File: src/assert_macros.svh
// ----------------------------------------------------------------------------
// Assertion macros
// Shared concurrent assertion wrappers, clocked on clk_i with reset rst_ni.
// ----------------------------------------------------------------------------
`ifndef ASSERT_MACROS_SVH
`define ASSERT_MACROS_SVH

// Property holds on every clock edge outside reset.
`define ASSERT_AT(name, prop) \
  name: assert property (@(posedge clk_i) disable iff (!rst_ni) (prop)) \
    else $error("assertion failed");

// Expression never holds outside reset.
`define ASSERT_NEVER(name, expr) \
  name: assert property (@(posedge clk_i) disable iff (!rst_ni) !(expr)) \
    else $error("forbidden condition");

`endif

File: src/ipv6cc_pkg.sv
// ----------------------------------------------------------------------------
// ipv6cc_pkg
// Types and constants of the IPv6 CIDR text checker.
// ----------------------------------------------------------------------------
package ipv6cc_pkg;

  localparam int unsigned MAX_ADDR_CHARS = 45;
  localparam int unsigned MAX_PREFIX     = 128;

  localparam int unsigned ADDR_LEN_W = $clog2(MAX_ADDR_CHARS + 2);
  localparam int unsigned PREFIX_W   = 8;
  localparam int unsigned DIGITS_W   = 3;
  localparam int unsigned GROUPS_W   = 5;

  localparam logic [PREFIX_W-1:0] PREFIX_SAT       = PREFIX_W'(MAX_PREFIX + 1);
  localparam logic [DIGITS_W-1:0] DIGITS_SAT       = 3'd5;
  localparam logic [DIGITS_W-1:0] MAX_GROUP_DIGITS = 3'd4;
  localparam logic [GROUPS_W-1:0] GROUPS_SAT       = 5'd31;
  localparam logic [GROUPS_W-1:0] FULL_GROUPS      = 5'd8;
  localparam logic [GROUPS_W-1:0] MAX_GROUPS_COMP  = 5'd7;

  localparam int unsigned FIFO_DEPTH = 4;
  localparam int unsigned FIFO_PTR_W = $clog2(FIFO_DEPTH);
  localparam int unsigned FIFO_CNT_W = $clog2(FIFO_DEPTH + 1);

  typedef enum logic [2:0] {
    CLS_COLON,
    CLS_SLASH,
    CLS_DEC,
    CLS_ALPHA,
    CLS_OTHER
  } char_cls_e;

  typedef enum logic [1:0] {
    LERR_NONE,
    LERR_EMPTY,
    LERR_LONG,
    LERR_CHAR
  } loop_err_e;

  typedef enum logic [3:0] {
    ST_OK          = 4'd0,
    ST_NO_SLASH    = 4'd1,
    ST_BAD_PREFIX  = 4'd2,
    ST_EMPTY_ADDR  = 4'd3,
    ST_TOO_LONG    = 4'd4,
    ST_MULTI_DCOL  = 4'd5,
    ST_EMPTY_GROUP = 4'd6,
    ST_LONG_GROUP  = 4'd7,
    ST_BAD_CHAR    = 4'd8,
    ST_MANY_GROUPS = 4'd9,
    ST_NOT_8       = 4'd10
  } status_e;

  typedef struct packed {
    logic      has_char;
    logic      is_last;
    char_cls_e cls;
    logic [3:0] dec_val;
  } item_t;

endpackage

File: src/ipv6_cidr_text_checker_core.sv
// ----------------------------------------------------------------------------
// ipv6_cidr_text_checker_core
// Checks an IPv6 CIDR string fed one character per transfer, last one marked,
// and returns one status code per string. A transfer is taken every cycle
// while the four-entry character queue has room; the last character of a
// string passes through the queue and its result is then held in the output
// register, and the scan keeps one character per cycle, stopping only
// at a last character while the previous status still waits to be taken.
// ----------------------------------------------------------------------------
module ipv6_cidr_text_checker_core (
  input  logic       clk_i,
  input  logic       rst_ni,
  input  logic       in_valid_i,
  output logic       in_ready_o,
  input  logic [7:0] text_char_i,
  input  logic       has_char_i,
  input  logic       is_last_i,
  output logic       out_valid_o,
  input  logic       out_ready_i,
  output logic [3:0] status_o
);
  import ipv6cc_pkg::*;

  item_t push_item;
  item_t pop_item;
  logic  push;
  logic  pop;
  logic  q_full;
  logic  q_valid;

  ipv6cc_front u_front (
    .in_valid_i  (in_valid_i),
    .in_ready_o  (in_ready_o),
    .text_char_i (text_char_i),
    .has_char_i  (has_char_i),
    .is_last_i   (is_last_i),
    .q_full_i    (q_full),
    .push_o      (push),
    .item_o      (push_item)
  );

  ipv6cc_fifo u_fifo (
    .clk_i   (clk_i),
    .rst_ni  (rst_ni),
    .push_i  (push),
    .item_i  (push_item),
    .full_o  (q_full),
    .pop_i   (pop),
    .valid_o (q_valid),
    .item_o  (pop_item)
  );

  ipv6cc_back u_back (
    .clk_i       (clk_i),
    .rst_ni      (rst_ni),
    .valid_i     (q_valid),
    .item_i      (pop_item),
    .pop_o       (pop),
    .out_valid_o (out_valid_o),
    .out_ready_i (out_ready_i),
    .status_o    (status_o)
  );

endmodule

File: src/ipv6cc_front.sv
// ----------------------------------------------------------------------------
// ipv6cc_front
// Input side: accepts characters and classifies them for the queue.
// ----------------------------------------------------------------------------
module ipv6cc_front (
  input  logic               in_valid_i,
  output logic               in_ready_o,
  input  logic [7:0]         text_char_i,
  input  logic               has_char_i,
  input  logic               is_last_i,
  input  logic               q_full_i,
  output logic               push_o,
  output ipv6cc_pkg::item_t  item_o
);
  import ipv6cc_pkg::*;

  char_cls_e cls;

  always_comb begin
    if (text_char_i == 8'h3A) begin
      cls = CLS_COLON;
    end else if (text_char_i == 8'h2F) begin
      cls = CLS_SLASH;
    end else if (text_char_i >= 8'h30 && text_char_i <= 8'h39) begin
      cls = CLS_DEC;
    end else if ((text_char_i >= 8'h61 && text_char_i <= 8'h66) ||
                 (text_char_i >= 8'h41 && text_char_i <= 8'h46)) begin
      cls = CLS_ALPHA;
    end else begin
      cls = CLS_OTHER;
    end
  end

  assign in_ready_o       = !q_full_i;
  assign push_o           = in_valid_i && !q_full_i;
  assign item_o.has_char  = has_char_i;
  assign item_o.is_last   = is_last_i;
  assign item_o.cls       = cls;
  assign item_o.dec_val   = text_char_i[3:0];

endmodule

File: src/ipv6cc_fifo.sv
// ----------------------------------------------------------------------------
// ipv6cc_fifo
// Short queue of classified characters between front and back.
// ----------------------------------------------------------------------------
`include "assert_macros.svh"

module ipv6cc_fifo (
  input  logic               clk_i,
  input  logic               rst_ni,
  input  logic               push_i,
  input  ipv6cc_pkg::item_t  item_i,
  output logic               full_o,
  input  logic               pop_i,
  output logic               valid_o,
  output ipv6cc_pkg::item_t  item_o
);
  import ipv6cc_pkg::*;

  item_t                 mem_q [FIFO_DEPTH];
  logic [FIFO_PTR_W-1:0] wr_ptr_q, wr_ptr_d;
  logic [FIFO_PTR_W-1:0] rd_ptr_q, rd_ptr_d;
  logic [FIFO_CNT_W-1:0] cnt_q, cnt_d;

  assign full_o  = (cnt_q == FIFO_CNT_W'(FIFO_DEPTH));
  assign valid_o = (cnt_q != '0);
  assign item_o  = mem_q[rd_ptr_q];

  always_comb begin
    wr_ptr_d = push_i ? wr_ptr_q + FIFO_PTR_W'(1) : wr_ptr_q;
    rd_ptr_d = pop_i ? rd_ptr_q + FIFO_PTR_W'(1) : rd_ptr_q;
    cnt_d    = cnt_q;
    if (push_i && !pop_i) begin
      cnt_d = cnt_q + FIFO_CNT_W'(1);
    end else if (!push_i && pop_i) begin
      cnt_d = cnt_q - FIFO_CNT_W'(1);
    end
  end

  always_ff @(posedge clk_i) begin
    if (push_i) begin
      mem_q[wr_ptr_q] <= item_i;
    end
  end

  always_ff @(posedge clk_i or negedge rst_ni) begin
    if (!rst_ni) begin
      wr_ptr_q <= '0;
      rd_ptr_q <= '0;
      cnt_q    <= '0;
    end else begin
      wr_ptr_q <= wr_ptr_d;
      rd_ptr_q <= rd_ptr_d;
      cnt_q    <= cnt_d;
    end
  end

  `ASSERT_AT(a_cnt_bound, cnt_q <= FIFO_CNT_W'(FIFO_DEPTH))
  `ASSERT_NEVER(a_no_overflow, push_i && full_o)
  `ASSERT_NEVER(a_no_underflow, pop_i && !valid_o)
  `ASSERT_AT(a_ptr_gap, (wr_ptr_q - rd_ptr_q) == cnt_q[FIFO_PTR_W-1:0])

endmodule

File: src/ipv6cc_back.sv
// ----------------------------------------------------------------------------
// ipv6cc_back
// Per-character scan state, final status and output register.
// ----------------------------------------------------------------------------
`include "assert_macros.svh"

module ipv6cc_back (
  input  logic               clk_i,
  input  logic               rst_ni,
  input  logic               valid_i,
  input  ipv6cc_pkg::item_t  item_i,
  output logic               pop_o,
  output logic               out_valid_o,
  input  logic               out_ready_i,
  output logic [3:0]         status_o
);
  import ipv6cc_pkg::*;

  logic                  slash_q, slash_d;
  logic [ADDR_LEN_W-1:0] len_q, len_d;
  logic                  pend_q, pend_d;
  logic                  prev_col_q, prev_col_d;
  logic [1:0]            pairs_q, pairs_d;
  logic                  dcol_q, dcol_d;
  logic [DIGITS_W-1:0]   dig_q, dig_d;
  logic [GROUPS_W-1:0]   grp_q, grp_d;
  loop_err_e             lerr_q, lerr_d;
  logic [PREFIX_W-1:0]   pval_q, pval_d;
  logic                  pdig_q, pdig_d;
  logic                  pbad_q, pbad_d;
  logic                  out_valid_q, out_valid_d;
  status_e               status_q, status_d;
  status_e               fin;

  // only a last character has to wait for the output register
  assign pop_o       = valid_i && (!item_i.is_last || !out_valid_q || out_ready_i);
  assign out_valid_o = out_valid_q;
  assign status_o    = status_q;

  always_comb begin
    logic [10:0] prod;
    logic        is_colon;
    logic        is_hex;
    logic        done;
    slash_d    = slash_q;
    len_d      = len_q;
    pend_d     = pend_q;
    prev_col_d = prev_col_q;
    pairs_d    = pairs_q;
    dcol_d     = dcol_q;
    dig_d      = dig_q;
    grp_d      = grp_q;
    lerr_d     = lerr_q;
    pval_d     = pval_q;
    pdig_d     = pdig_q;
    pbad_d     = pbad_q;
    is_colon   = (item_i.cls == CLS_COLON);
    is_hex     = (item_i.cls == CLS_DEC) || (item_i.cls == CLS_ALPHA);
    done       = 1'b0;
    prod = {pval_q, 3'b000} + {2'b00, pval_q, 1'b0} + {7'd0, item_i.dec_val};
    if (pop_o && item_i.has_char) begin
      if (slash_q) begin
        if (item_i.cls == CLS_DEC) begin
          pval_d = (prod > {3'd0, PREFIX_SAT}) ? PREFIX_SAT : prod[PREFIX_W-1:0];
          pdig_d = 1'b1;
        end else begin
          pbad_d = 1'b1;
        end
      end else if (item_i.cls == CLS_SLASH) begin
        slash_d = 1'b1;
      end else begin
        if (len_q <= ADDR_LEN_W'(MAX_ADDR_CHARS)) begin
          len_d = len_q + ADDR_LEN_W'(1);
        end
        if (is_colon && prev_col_q && pairs_q < 2'd2) begin
          pairs_d = pairs_q + 2'd1;
        end
        prev_col_d = is_colon;
        if (pend_q) begin
          pend_d = 1'b0;
          if (is_colon) begin
            dcol_d = 1'b1;
            if (dig_q != '0) begin
              if (dig_q > MAX_GROUP_DIGITS && lerr_d == LERR_NONE) begin
                lerr_d = LERR_LONG;
              end
              grp_d = (grp_q < GROUPS_SAT) ? grp_q + GROUPS_W'(1) : GROUPS_SAT;
              dig_d = '0;
            end
            done = 1'b1;
          end else begin
            if (lerr_d == LERR_NONE) begin
              if (dig_q == '0) begin
                lerr_d = LERR_EMPTY;
              end else if (dig_q > MAX_GROUP_DIGITS) begin
                lerr_d = LERR_LONG;
              end
            end
            grp_d = (grp_q < GROUPS_SAT) ? grp_q + GROUPS_W'(1) : GROUPS_SAT;
            dig_d = '0;
          end
        end
        if (!done) begin
          if (is_colon) begin
            pend_d = 1'b1;
          end else if (!is_hex) begin
            if (lerr_d == LERR_NONE) begin
              lerr_d = LERR_CHAR;
            end
          end else if (dig_d < DIGITS_SAT) begin
            dig_d = dig_d + DIGITS_W'(1);
          end
        end
      end
    end
  end

  always_comb begin
    loop_err_e           err;
    logic [DIGITS_W-1:0] dg;
    logic [GROUPS_W-1:0] gr;
    err = lerr_d;
    dg  = dig_d;
    gr  = grp_d;
    if (pend_d) begin
      if (err == LERR_NONE) begin
        if (dg == '0) begin
          err = LERR_EMPTY;
        end else if (dg > MAX_GROUP_DIGITS) begin
          err = LERR_LONG;
        end
      end
      gr = (gr < GROUPS_SAT) ? gr + GROUPS_W'(1) : GROUPS_SAT;
      dg = '0;
    end
    if (dg != '0) begin
      if (dg > MAX_GROUP_DIGITS && err == LERR_NONE) begin
        err = LERR_LONG;
      end
      gr = (gr < GROUPS_SAT) ? gr + GROUPS_W'(1) : GROUPS_SAT;
    end
    if (!slash_d && len_d == '0) begin
      fin = ST_OK;
    end else if (!slash_d) begin
      fin = ST_NO_SLASH;
    end else if (!pdig_d || pbad_d || pval_d > PREFIX_W'(MAX_PREFIX)) begin
      fin = ST_BAD_PREFIX;
    end else if (len_d == '0) begin
      fin = ST_EMPTY_ADDR;
    end else if (len_d > ADDR_LEN_W'(MAX_ADDR_CHARS)) begin
      fin = ST_TOO_LONG;
    end else if (pairs_d >= 2'd2) begin
      fin = ST_MULTI_DCOL;
    end else begin
      case (err)
        LERR_EMPTY: fin = ST_EMPTY_GROUP;
        LERR_LONG:  fin = ST_LONG_GROUP;
        LERR_CHAR:  fin = ST_BAD_CHAR;
        default: begin
          if (dcol_d) begin
            fin = (gr > MAX_GROUPS_COMP) ? ST_MANY_GROUPS : ST_OK;
          end else begin
            fin = (gr != FULL_GROUPS) ? ST_NOT_8 : ST_OK;
          end
        end
      endcase
    end
  end

  always_comb begin
    out_valid_d = out_valid_q;
    status_d    = status_q;
    if (pop_o && item_i.is_last) begin
      out_valid_d = 1'b1;
      status_d    = fin;
    end else if (out_ready_i) begin
      out_valid_d = 1'b0;
    end
  end

  always_ff @(posedge clk_i) begin
    status_q <= status_d;
  end

  always_ff @(posedge clk_i or negedge rst_ni) begin
    if (!rst_ni) begin
      slash_q     <= 1'b0;
      len_q       <= '0;
      pend_q      <= 1'b0;
      prev_col_q  <= 1'b0;
      pairs_q     <= '0;
      dcol_q      <= 1'b0;
      dig_q       <= '0;
      grp_q       <= '0;
      lerr_q      <= LERR_NONE;
      pval_q      <= '0;
      pdig_q      <= 1'b0;
      pbad_q      <= 1'b0;
      out_valid_q <= 1'b0;
    end else begin
      out_valid_q <= out_valid_d;
      if (pop_o && item_i.is_last) begin
        slash_q    <= 1'b0;
        len_q      <= '0;
        pend_q     <= 1'b0;
        prev_col_q <= 1'b0;
        pairs_q    <= '0;
        dcol_q     <= 1'b0;
        dig_q      <= '0;
        grp_q      <= '0;
        lerr_q     <= LERR_NONE;
        pval_q     <= '0;
        pdig_q     <= 1'b0;
        pbad_q     <= 1'b0;
      end else begin
        slash_q    <= slash_d;
        len_q      <= len_d;
        pend_q     <= pend_d;
        prev_col_q <= prev_col_d;
        pairs_q    <= pairs_d;
        dcol_q     <= dcol_d;
        dig_q      <= dig_d;
        grp_q      <= grp_d;
        lerr_q     <= lerr_d;
        pval_q     <= pval_d;
        pdig_q     <= pdig_d;
        pbad_q     <= pbad_d;
      end
    end
  end

  `ASSERT_AT(a_len_sat, len_q <= ADDR_LEN_W'(MAX_ADDR_CHARS + 1))
  `ASSERT_AT(a_dig_sat, dig_q <= DIGITS_SAT && pairs_q <= 2'd2 && pval_q <= PREFIX_SAT)
  `ASSERT_AT(a_clear_after_last, pop_o && item_i.is_last |=> !slash_q && len_q == '0 && !pend_q)
  `ASSERT_AT(a_out_hold, out_valid_q && !out_ready_i |=> out_valid_q && $stable(status_q))
  `ASSERT_AT(a_pend_addr, pend_q |-> prev_col_q && len_q != '0)

endmodule
File: config.mk
export PLATFORM = sky130hd
export DESIGN_NAME = ipv6_cidr_text_checker_core
export DESIGN_NICKNAME = d
export VERILOG_FILES = /design/src/ipv6cc_pkg.sv /design/src/ipv6_cidr_text_checker_core.sv /design/src/ipv6cc_front.sv /design/src/ipv6cc_fifo.sv /design/src/ipv6cc_back.sv
export VERILOG_INCLUDE_DIRS = /design/src /design/src/src
export SDC_FILE = /design/constraint.sdc
export NUM_CORES = 1
export LEC_CHECK = 0
export ABC_AREA = 1
export BUFFER_PORTS_ARGS = -buffer_cell sky130_fd_sc_hd__buf_2
export CAP_MARGIN = 5
export CORE_MARGIN = 10
export CORE_UTILIZATION = 30
export CTS_CLUSTER_DIAMETER = 120
export DETAILED_ROUTE_END_ITERATION = 8
export HOLD_SLACK_MARGIN = 0.02
export PLACE_DENSITY_LB_ADDON = 0.05
export SETUP_SLACK_MARGIN = 0.05
export SYNTH_ARGS = -nofsm -noshare
export SYNTH_HDL_FRONTEND = slang
export SYNTH_SLANG_ARGS = --single-unit
File: constraint.sdc
create_clock -name clk_i -period 3.99 [get_ports clk_i]
set_input_delay 0.1995 -clock clk_i [delete_from_list [all_inputs] [get_ports clk_i]]
set_output_delay 0.1995 -clock clk_i [all_outputs]
set_load 0.1 [all_outputs]
# Word level (Yosys, flattened, before mapping)
# Memory sizes are Yosys's and may differ from the RTL's.
# Index checks and enable logic that the tools add are counted.
# word_totals
in_bits	14
ram_bits	36
word_cells	228
mem_count	1
regBits	44
# op_classes
n_bitwise	1
n_reduce_logical	45
addsub	12
eq_ne	12
order_cmp	20
muxes	117
# memory_table
name	depth	word_bits	rd	rd_ports_with_merged_regs	wr	line	source
u_fifo.mem_q	4	9	1	0	1	ipv6cc_fifo.sv:19	item_t mem_q [FIFO_DEPTH];
# ops
cell	n
3-bit two-way mux	23
2-bit two-way mux	31
5-bit two-way mux	12
8-bit two-way mux	5
1-bit two-way mux	37
6-bit two-way mux	5
8-bit by 6-bit equality test with 1-bit output, second input constant	2
8-bit by 7-bit greater-or-equal comparator with 1-bit output, second input constant	2
8-bit by 7-bit less-or-equal comparator with 1-bit output, second input constant	2
5-bit by 1-bit adder with 5-bit output, second input constant	3
5-bit less-than comparator, second input constant	3
1-bit logical AND	14
4-bit two-way mux	3
4-bit one-hot mux with 3 select lines	1
11-bit by 4-bit adder with 11-bit output	1
11-bit by 9-bit adder with 11-bit output	1
11-bit by 8-bit > comparator with 1-bit output, second input constant	1
3-bit > comparator, second input constant	3
3-bit logical NOT	3
3-bit nonzero test	3
8-bit by 6-bit greater-or-equal comparator with 1-bit output, second input constant	1
8-bit > comparator, second input constant	1
8-bit by 6-bit less-or-equal comparator with 1-bit output, second input constant	1
2-bit logical NOT	4
other kinds (26)	45

# Logic depth before layout (Yosys ltp)
# depth
ltp_word	32
ltp_mapped	29
mapped_depth_nobuf	28

# By module
# A second synthesis with hierarchy kept.
# unflattened
hier_cells	661
hier_area_um2	5391.4
# by_module_without_submodules
module	n_inst	area_each_um2	cells_each
ipv6cc_back	1	3266.9	466
ipv6cc_fifo	1	1923.1	153
ipv6cc_front	1	201.4	42

# Worst setup path after synthesis
# No wires, ideal clock.
# synth_timing
kind	reg2reg
start	register u_fifo.rd_ptr_q[1]
end	register u_back.status_q[1] (netlist: u_back.status_o[1]), data pin
path_stages_with_launch	28
required_ns	3.738
arrival_time_ns	3.483
synth_period_minus_slack_ns	3.736
setup_ns	0.252
path_slack_ns	0.254
path_buffers	2
cell_sequence	dfrtp_1 -> buf_6 -> inv_4 -> buf_6 -> a21oi_1 -> a32o_1 -> fa_1 -> inv_1 -> fa_1 -> nand3_1 -> nand2_1 -> nand2_1 -> nand2_1 -> a21oi_1 -> xor2_1 -> nand2_1 -> nor2_1 -> nand2_1 -> inv_1 -> nand3_1 -> o21ai_0 -> nand2_1 -> nor2_1 -> nor2_1 -> nor2_1 -> nand2_1 -> nand2_1 -> nand2_1
# synth_via
elab_chain_len	30
word_cells_on_any_way	125
cone_classes	add/sub: 4; order compare: 9; eq/ne: 7; mux: 81; bitwise: 1; reduce/logical: 22; memory: 1
# synth_lines
element	line	source
from (decl)	ipv6cc_fifo.sv:21	logic [FIFO_PTR_W-1:0] rd_ptr_q, rd_ptr_d;
from (signal assigned)	ipv6cc_fifo.sv:52	rd_ptr_q <= rd_ptr_d;
memory 4 x 9 bit *	--	
3-bit logical NOT	ipv6cc_back.sv:57	is_colon = (item_i.cls == CLS_COLON);
3-bit two-way mux	ipv6cc_back.sv:81	if (is_colon) begin
3-bit two-way mux	ipv6cc_back.sv:79	if (pend_q) begin
3-bit two-way mux	ipv6cc_back.sv:69	end else if (item_i.cls == CLS_SLASH) begin
3-bit two-way mux	ipv6cc_back.sv:62	if (slash_q) begin
3-bit two-way mux	ipv6cc_back.sv:61	if (pop_o && item_i.has_char) begin
3-bit by 1-bit adder with 3-bit output / 3-bit less-than comparator (equally long branches)	ipv6cc_back.sv:111, ipv6cc_back.sv:110	
[... 14 more ...]	--	
2-bit two-way mux	ipv6cc_back.sv:137	if (dg > MAX_GROUP_DIGITS && err == LERR_NONE) begin
2-bit two-way mux	ipv6cc_back.sv:136	if (dg != '0) begin
2-bit equality test / 2-bit by 1-bit equality test with 1-bit output (equally long branches)	ipv6cc_back.sv:155	case (err)
4-bit one-hot mux with 3 select lines	ipv6cc_back.sv:155	
3-bit two-way mux	ipv6cc_back.sv:152	end else if (pairs_d >= 2'd2) begin
3-bit two-way mux	ipv6cc_back.sv:150	end else if (len_d > ADDR_LEN_W'(MAX_ADDR_CHARS)) begin
2-bit two-way mux	ipv6cc_back.sv:148	end else if (len_d == '0) begin
2-bit two-way mux	ipv6cc_back.sv:146	end else if (!pdig_d || pbad_d || pval_d > PREFIX_W'(MAX_PREFIX)) begin
to (signal assigned)	ipv6cc_back.sv:182	status_q <= status_d;
to (decl)	ipv6cc_back.sv:32	status_e status_q, status_d;
# Every way passes the cells marked *; elsewhere a longest branch is shown, timed or not. The select of a mux whose other input is x is not followed.
# A chain may end at the register's enable or synchronous reset.

# Worst setup path after layout
# layout_timing
start	register u_fifo.rd_ptr_q[0]
end	register u_back.status_q[1] (netlist: u_back.status_o[1]), data pin
# The elaborated chain is that of the path after synthesis.

==> impl_metrics.ini <==
[cells_and_area]
area_growth_pct = 15.4
multi_input_area_sq_um = 2540
final_layout_size_suffix_gt1_share_pct = 16.9
final_common_cell = nand2_1
finish.utilization_pct = 35.4
num-fill-cells = 1752
finalNetCount = 700
antenna_cells = 0
final_cell_mix = 128 x nand2_1, 86 x inv_1, 72 x nor2_1, 50 x nand3_1
seqCellArea_sq_um = 2200

[power]
powerDensity_nw_per_um2 = 740
power_mw = 4.35
combPwrFrac_pct = 54.6
p_seq_share_pct = 27.7
power_frac_clock_pct = 17.7
ir_worst_vdd_mv = 0.263
netSwitchingPower_mw = 2.09
p_leak_nw = 2.81
swShare_pct = 48.1
intPower_mw = 2.25

[worst_setup_path]
end_kind = flop
critPathMaxStageDelay_ns = 0.51
cp-start-kind = flop
path_class = reg -> reg
critPathRequiredTime_ns = 4.09
worst-path-buf-inv = 4
cp_slowest_cell = fa_1
worstPathArrival_ns = 3.76
crit_chain = inv_2, nand2_1, a32o_2, fa_1, inv_2, fa_2, nand3_2, nand2_2, nand2_2, nand2_1, a21oi_2, xor2_1, nand2_1, nor2_2, nand2_2, inv_2, buf_4, nand3_1, o21ai_0, nor2_2, nor2_2, nand2_1, nand2_1, nand2_1
cp_top_family = simple AND/OR/NAND/NOR gates
cp_max_fo = 7
cpMostUsedCell = nand2_1

[yosys]
yosysTopAreaCell = edfxtp_1
synth_nets = 663
synth.top_cell.area_share_pct = 23.6
ys_types = 46
ys_ff_latch = 80
ys_top_cells_by_area = edfxtp_1 24%, dfrtp_1 20%, nand2_1 9.8%, ha_1 7.4%, inv_1 6.5%
netlist_area_sq_um = 5090
ys_seq_area_share_pct = 43.3
synth_area_per_cell_sq_um = 8.26
syn_inst = 616
yosys_warnings = 0

[die]
die_area_sq_um = 22600
start_util_pct = 30.7
fp.dieH_um = 150
coreArea_sq_um = 16600
ioPinCount = 20
rows = 47
die_w_um = 150

[run_status]
outcome = completed

[timing]
grt_setup_unrepaired = true
tns_ns = 0
fmax_mhz = 274
timing.final.crit_share_pct = 91.6
slew_viol_final = 0
tightest_slew_ns = 0.993
hold_viol = 0
finalSetupViolCount = 0
slew_headroom_pct = 33.8
fin_skew_ns = 0.00625
period_needed_ns = 3.66
worst_slack_ns = 0.335
hold_ws_ns = 0.0253

[global_routing]
met1_usage_pct = 13.9
gr-total-overflow = 0
grt_use_total_pct = 10.6
grt.busiest_layer = met2
grt_pass1_wl_um = 19400
antenna_found_initial = 0
grtUsageMet3_pct = 1.95
grt_max_degree = 41
grt_util_met2_pct = 17.1
grt_pass1_vias = 3970

[job]
drv_cap = 0

[detailed_routing]
drc = 0
detail-route-antenna-nets = 0
dr.first_iter.drc_count = 202
num_vias = 4005
wirelength_um = 11500
via_per_inst = 4.56
firstDrtPassIters = 5
wire_per_inst_um = 13.1

[clock_network]
tritoncts = built
cts_buffers = 9
clk_latency_ns = 0.34
hold_buffers = 0
cts_root_buf = clkbuf_16
htreeDepth = 3
clkSinkCount = 80
cts_buffer_depth = 2
clk_pin_slew_worst_paths_ns = 0.06

[hold_path]
min-delay-path-class = in -> async

[place]
place.gp.congestion = 0.796
place_hpwl_um = 8740
preCtsSetupSlack_ns = 0.107
port_buffers = 19
[registers in the layout (all words and copies together) (netlist names)]
signal	flops
u_fifo.rd_ptr_q	2
u_fifo.mem_q	36
u_fifo.wr_ptr_q	2
u_back.pbad_q	1
u_back.prev_col_q	1
u_back.dig_q	3
u_back.pend_q	1
u_back.lerr_q	2
u_back.slash_q	1
u_back.dcol_q	1
u_back.pval_q	8
u_back.out_valid_o	1
u_back.len_q	6
u_back.pdig_q	1
u_back.status_o	4
u_back.pairs_q	2
u_back.grp_q	5
u_fifo.cnt_q	3
[worst reg2reg max path, stage by stage, from the launching register on]
cell and delay (ns):
dfrtp_1 0.42, inv_2 0.10, nand2_1 0.06, a32o_2 0.25, fa_1 0.51, inv_2 0.06
fa_2 0.36, nand3_2 0.10, nand2_2 0.07, nand2_2 0.07, nand2_1 0.06, a21oi_2 0.13
xor2_1 0.16, nand2_1 0.08, nor2_2 0.10, nand2_2 0.10, inv_2 0.08, buf_4 0.10
nand3_1 0.05, o21ai_0 0.14, nor2_2 0.10, nor2_2 0.14, nand2_1 0.08, nand2_1 0.07
nand2_1 0.05
[power by group through the flow]
stage,clock (mW),combinational (mW),sequential [mW]
2_1_floorplan,0,1.62,1.38
3_3_place_gp,0,2.34,1.22
3_5_place_dp,0,2.35,1.22
4_1_cts,0.790,2.36,1.21
5_1_grt,0.826,2.72,1.23
6_report,0.767,2.37,1.20
[worst paths after layout]
check,start,endpoint,slack [ns],depth (start not counted)
min in group clk_i,out_ready_i,u_back.out_valid_o,0.07,2
worst max register to register,u_fifo.rd_ptr_q[0],u_back.status_o[1],0.33,24
max in group asynchronous,rst_ni,u_back.len_q[3],3.34,1
worst min-delay path,rst_ni,u_back.grp_q[3],0.03,1
worst max-delay path,u_fifo.rd_ptr_q[0],u_back.status_o[1],0.33,24
worst min register to register,u_back.pbad_q,u_back.pbad_q,0.50,2
[metal layers]
metal | up-vias | wire length, um
li1 | 2086 | -
met5 | - | 0
met4 | 0 | 154
met1 | 1853 | 5730
met3 | 10 | 294
met2 | 56 | 5350
[kinds of logic (layout without fill, tap and decap cells)]
group / after synthesis / in the layout / share of synthesized area [%]
compound gates: 72 / 72 / 8.13
xor+xnor: 17 / 17 / 3.07
fa+ha+maj: 33 / 33 / 8.55
buf+inv: 104 / 146 / 8.36
flops: 80 / 80 / 43.3
simple gates: 310 / 310 / 28.6
[repair_timing]
item | in CTS | in global routing
endpoints found under the setup margin | 0 | 4
gates resized for setup | 0 | 29
buffers inserted | 0 | 5
[cell type report]
cell class                 instances  share of cell area (%)
clock inverter                     7                   0.767
timing repair buffer              36                    3.85
sequential                        80                    37.5
tap                              220                    4.68
multi-input combinational        432                    43.3
inverter                          94                    6.09
clock buffer                       9                    3.83
[synthesized netlist by cell type, drive strengths merged]
master and n:
a21oi 23, and2 1, nor3 6, xnor2 4
a211oi 1, or2 1, o21bai 2, o21a 3
nand4 9, ha 30, o31ai 2, inv 94
o21ai 29, xor2 13, a21boi 1, a41oi 1
and3 1, nor2 85, buf 10, nand2 145
nand3 58, a31oi 3, edfxtp 40, dfrtp 40
fa 3, nor4 4, o211ai 3, o22ai 2
a32o 2
[per-stage QoR]
step                      cells  cell area, sq um
final                       878              5880
after global routing        878              5880
after CTS                   873              5750
after detailed placement    857              5480
after global placement      857              5480
after floorplan             616              5090
Power figures use the tool's default switching activity.
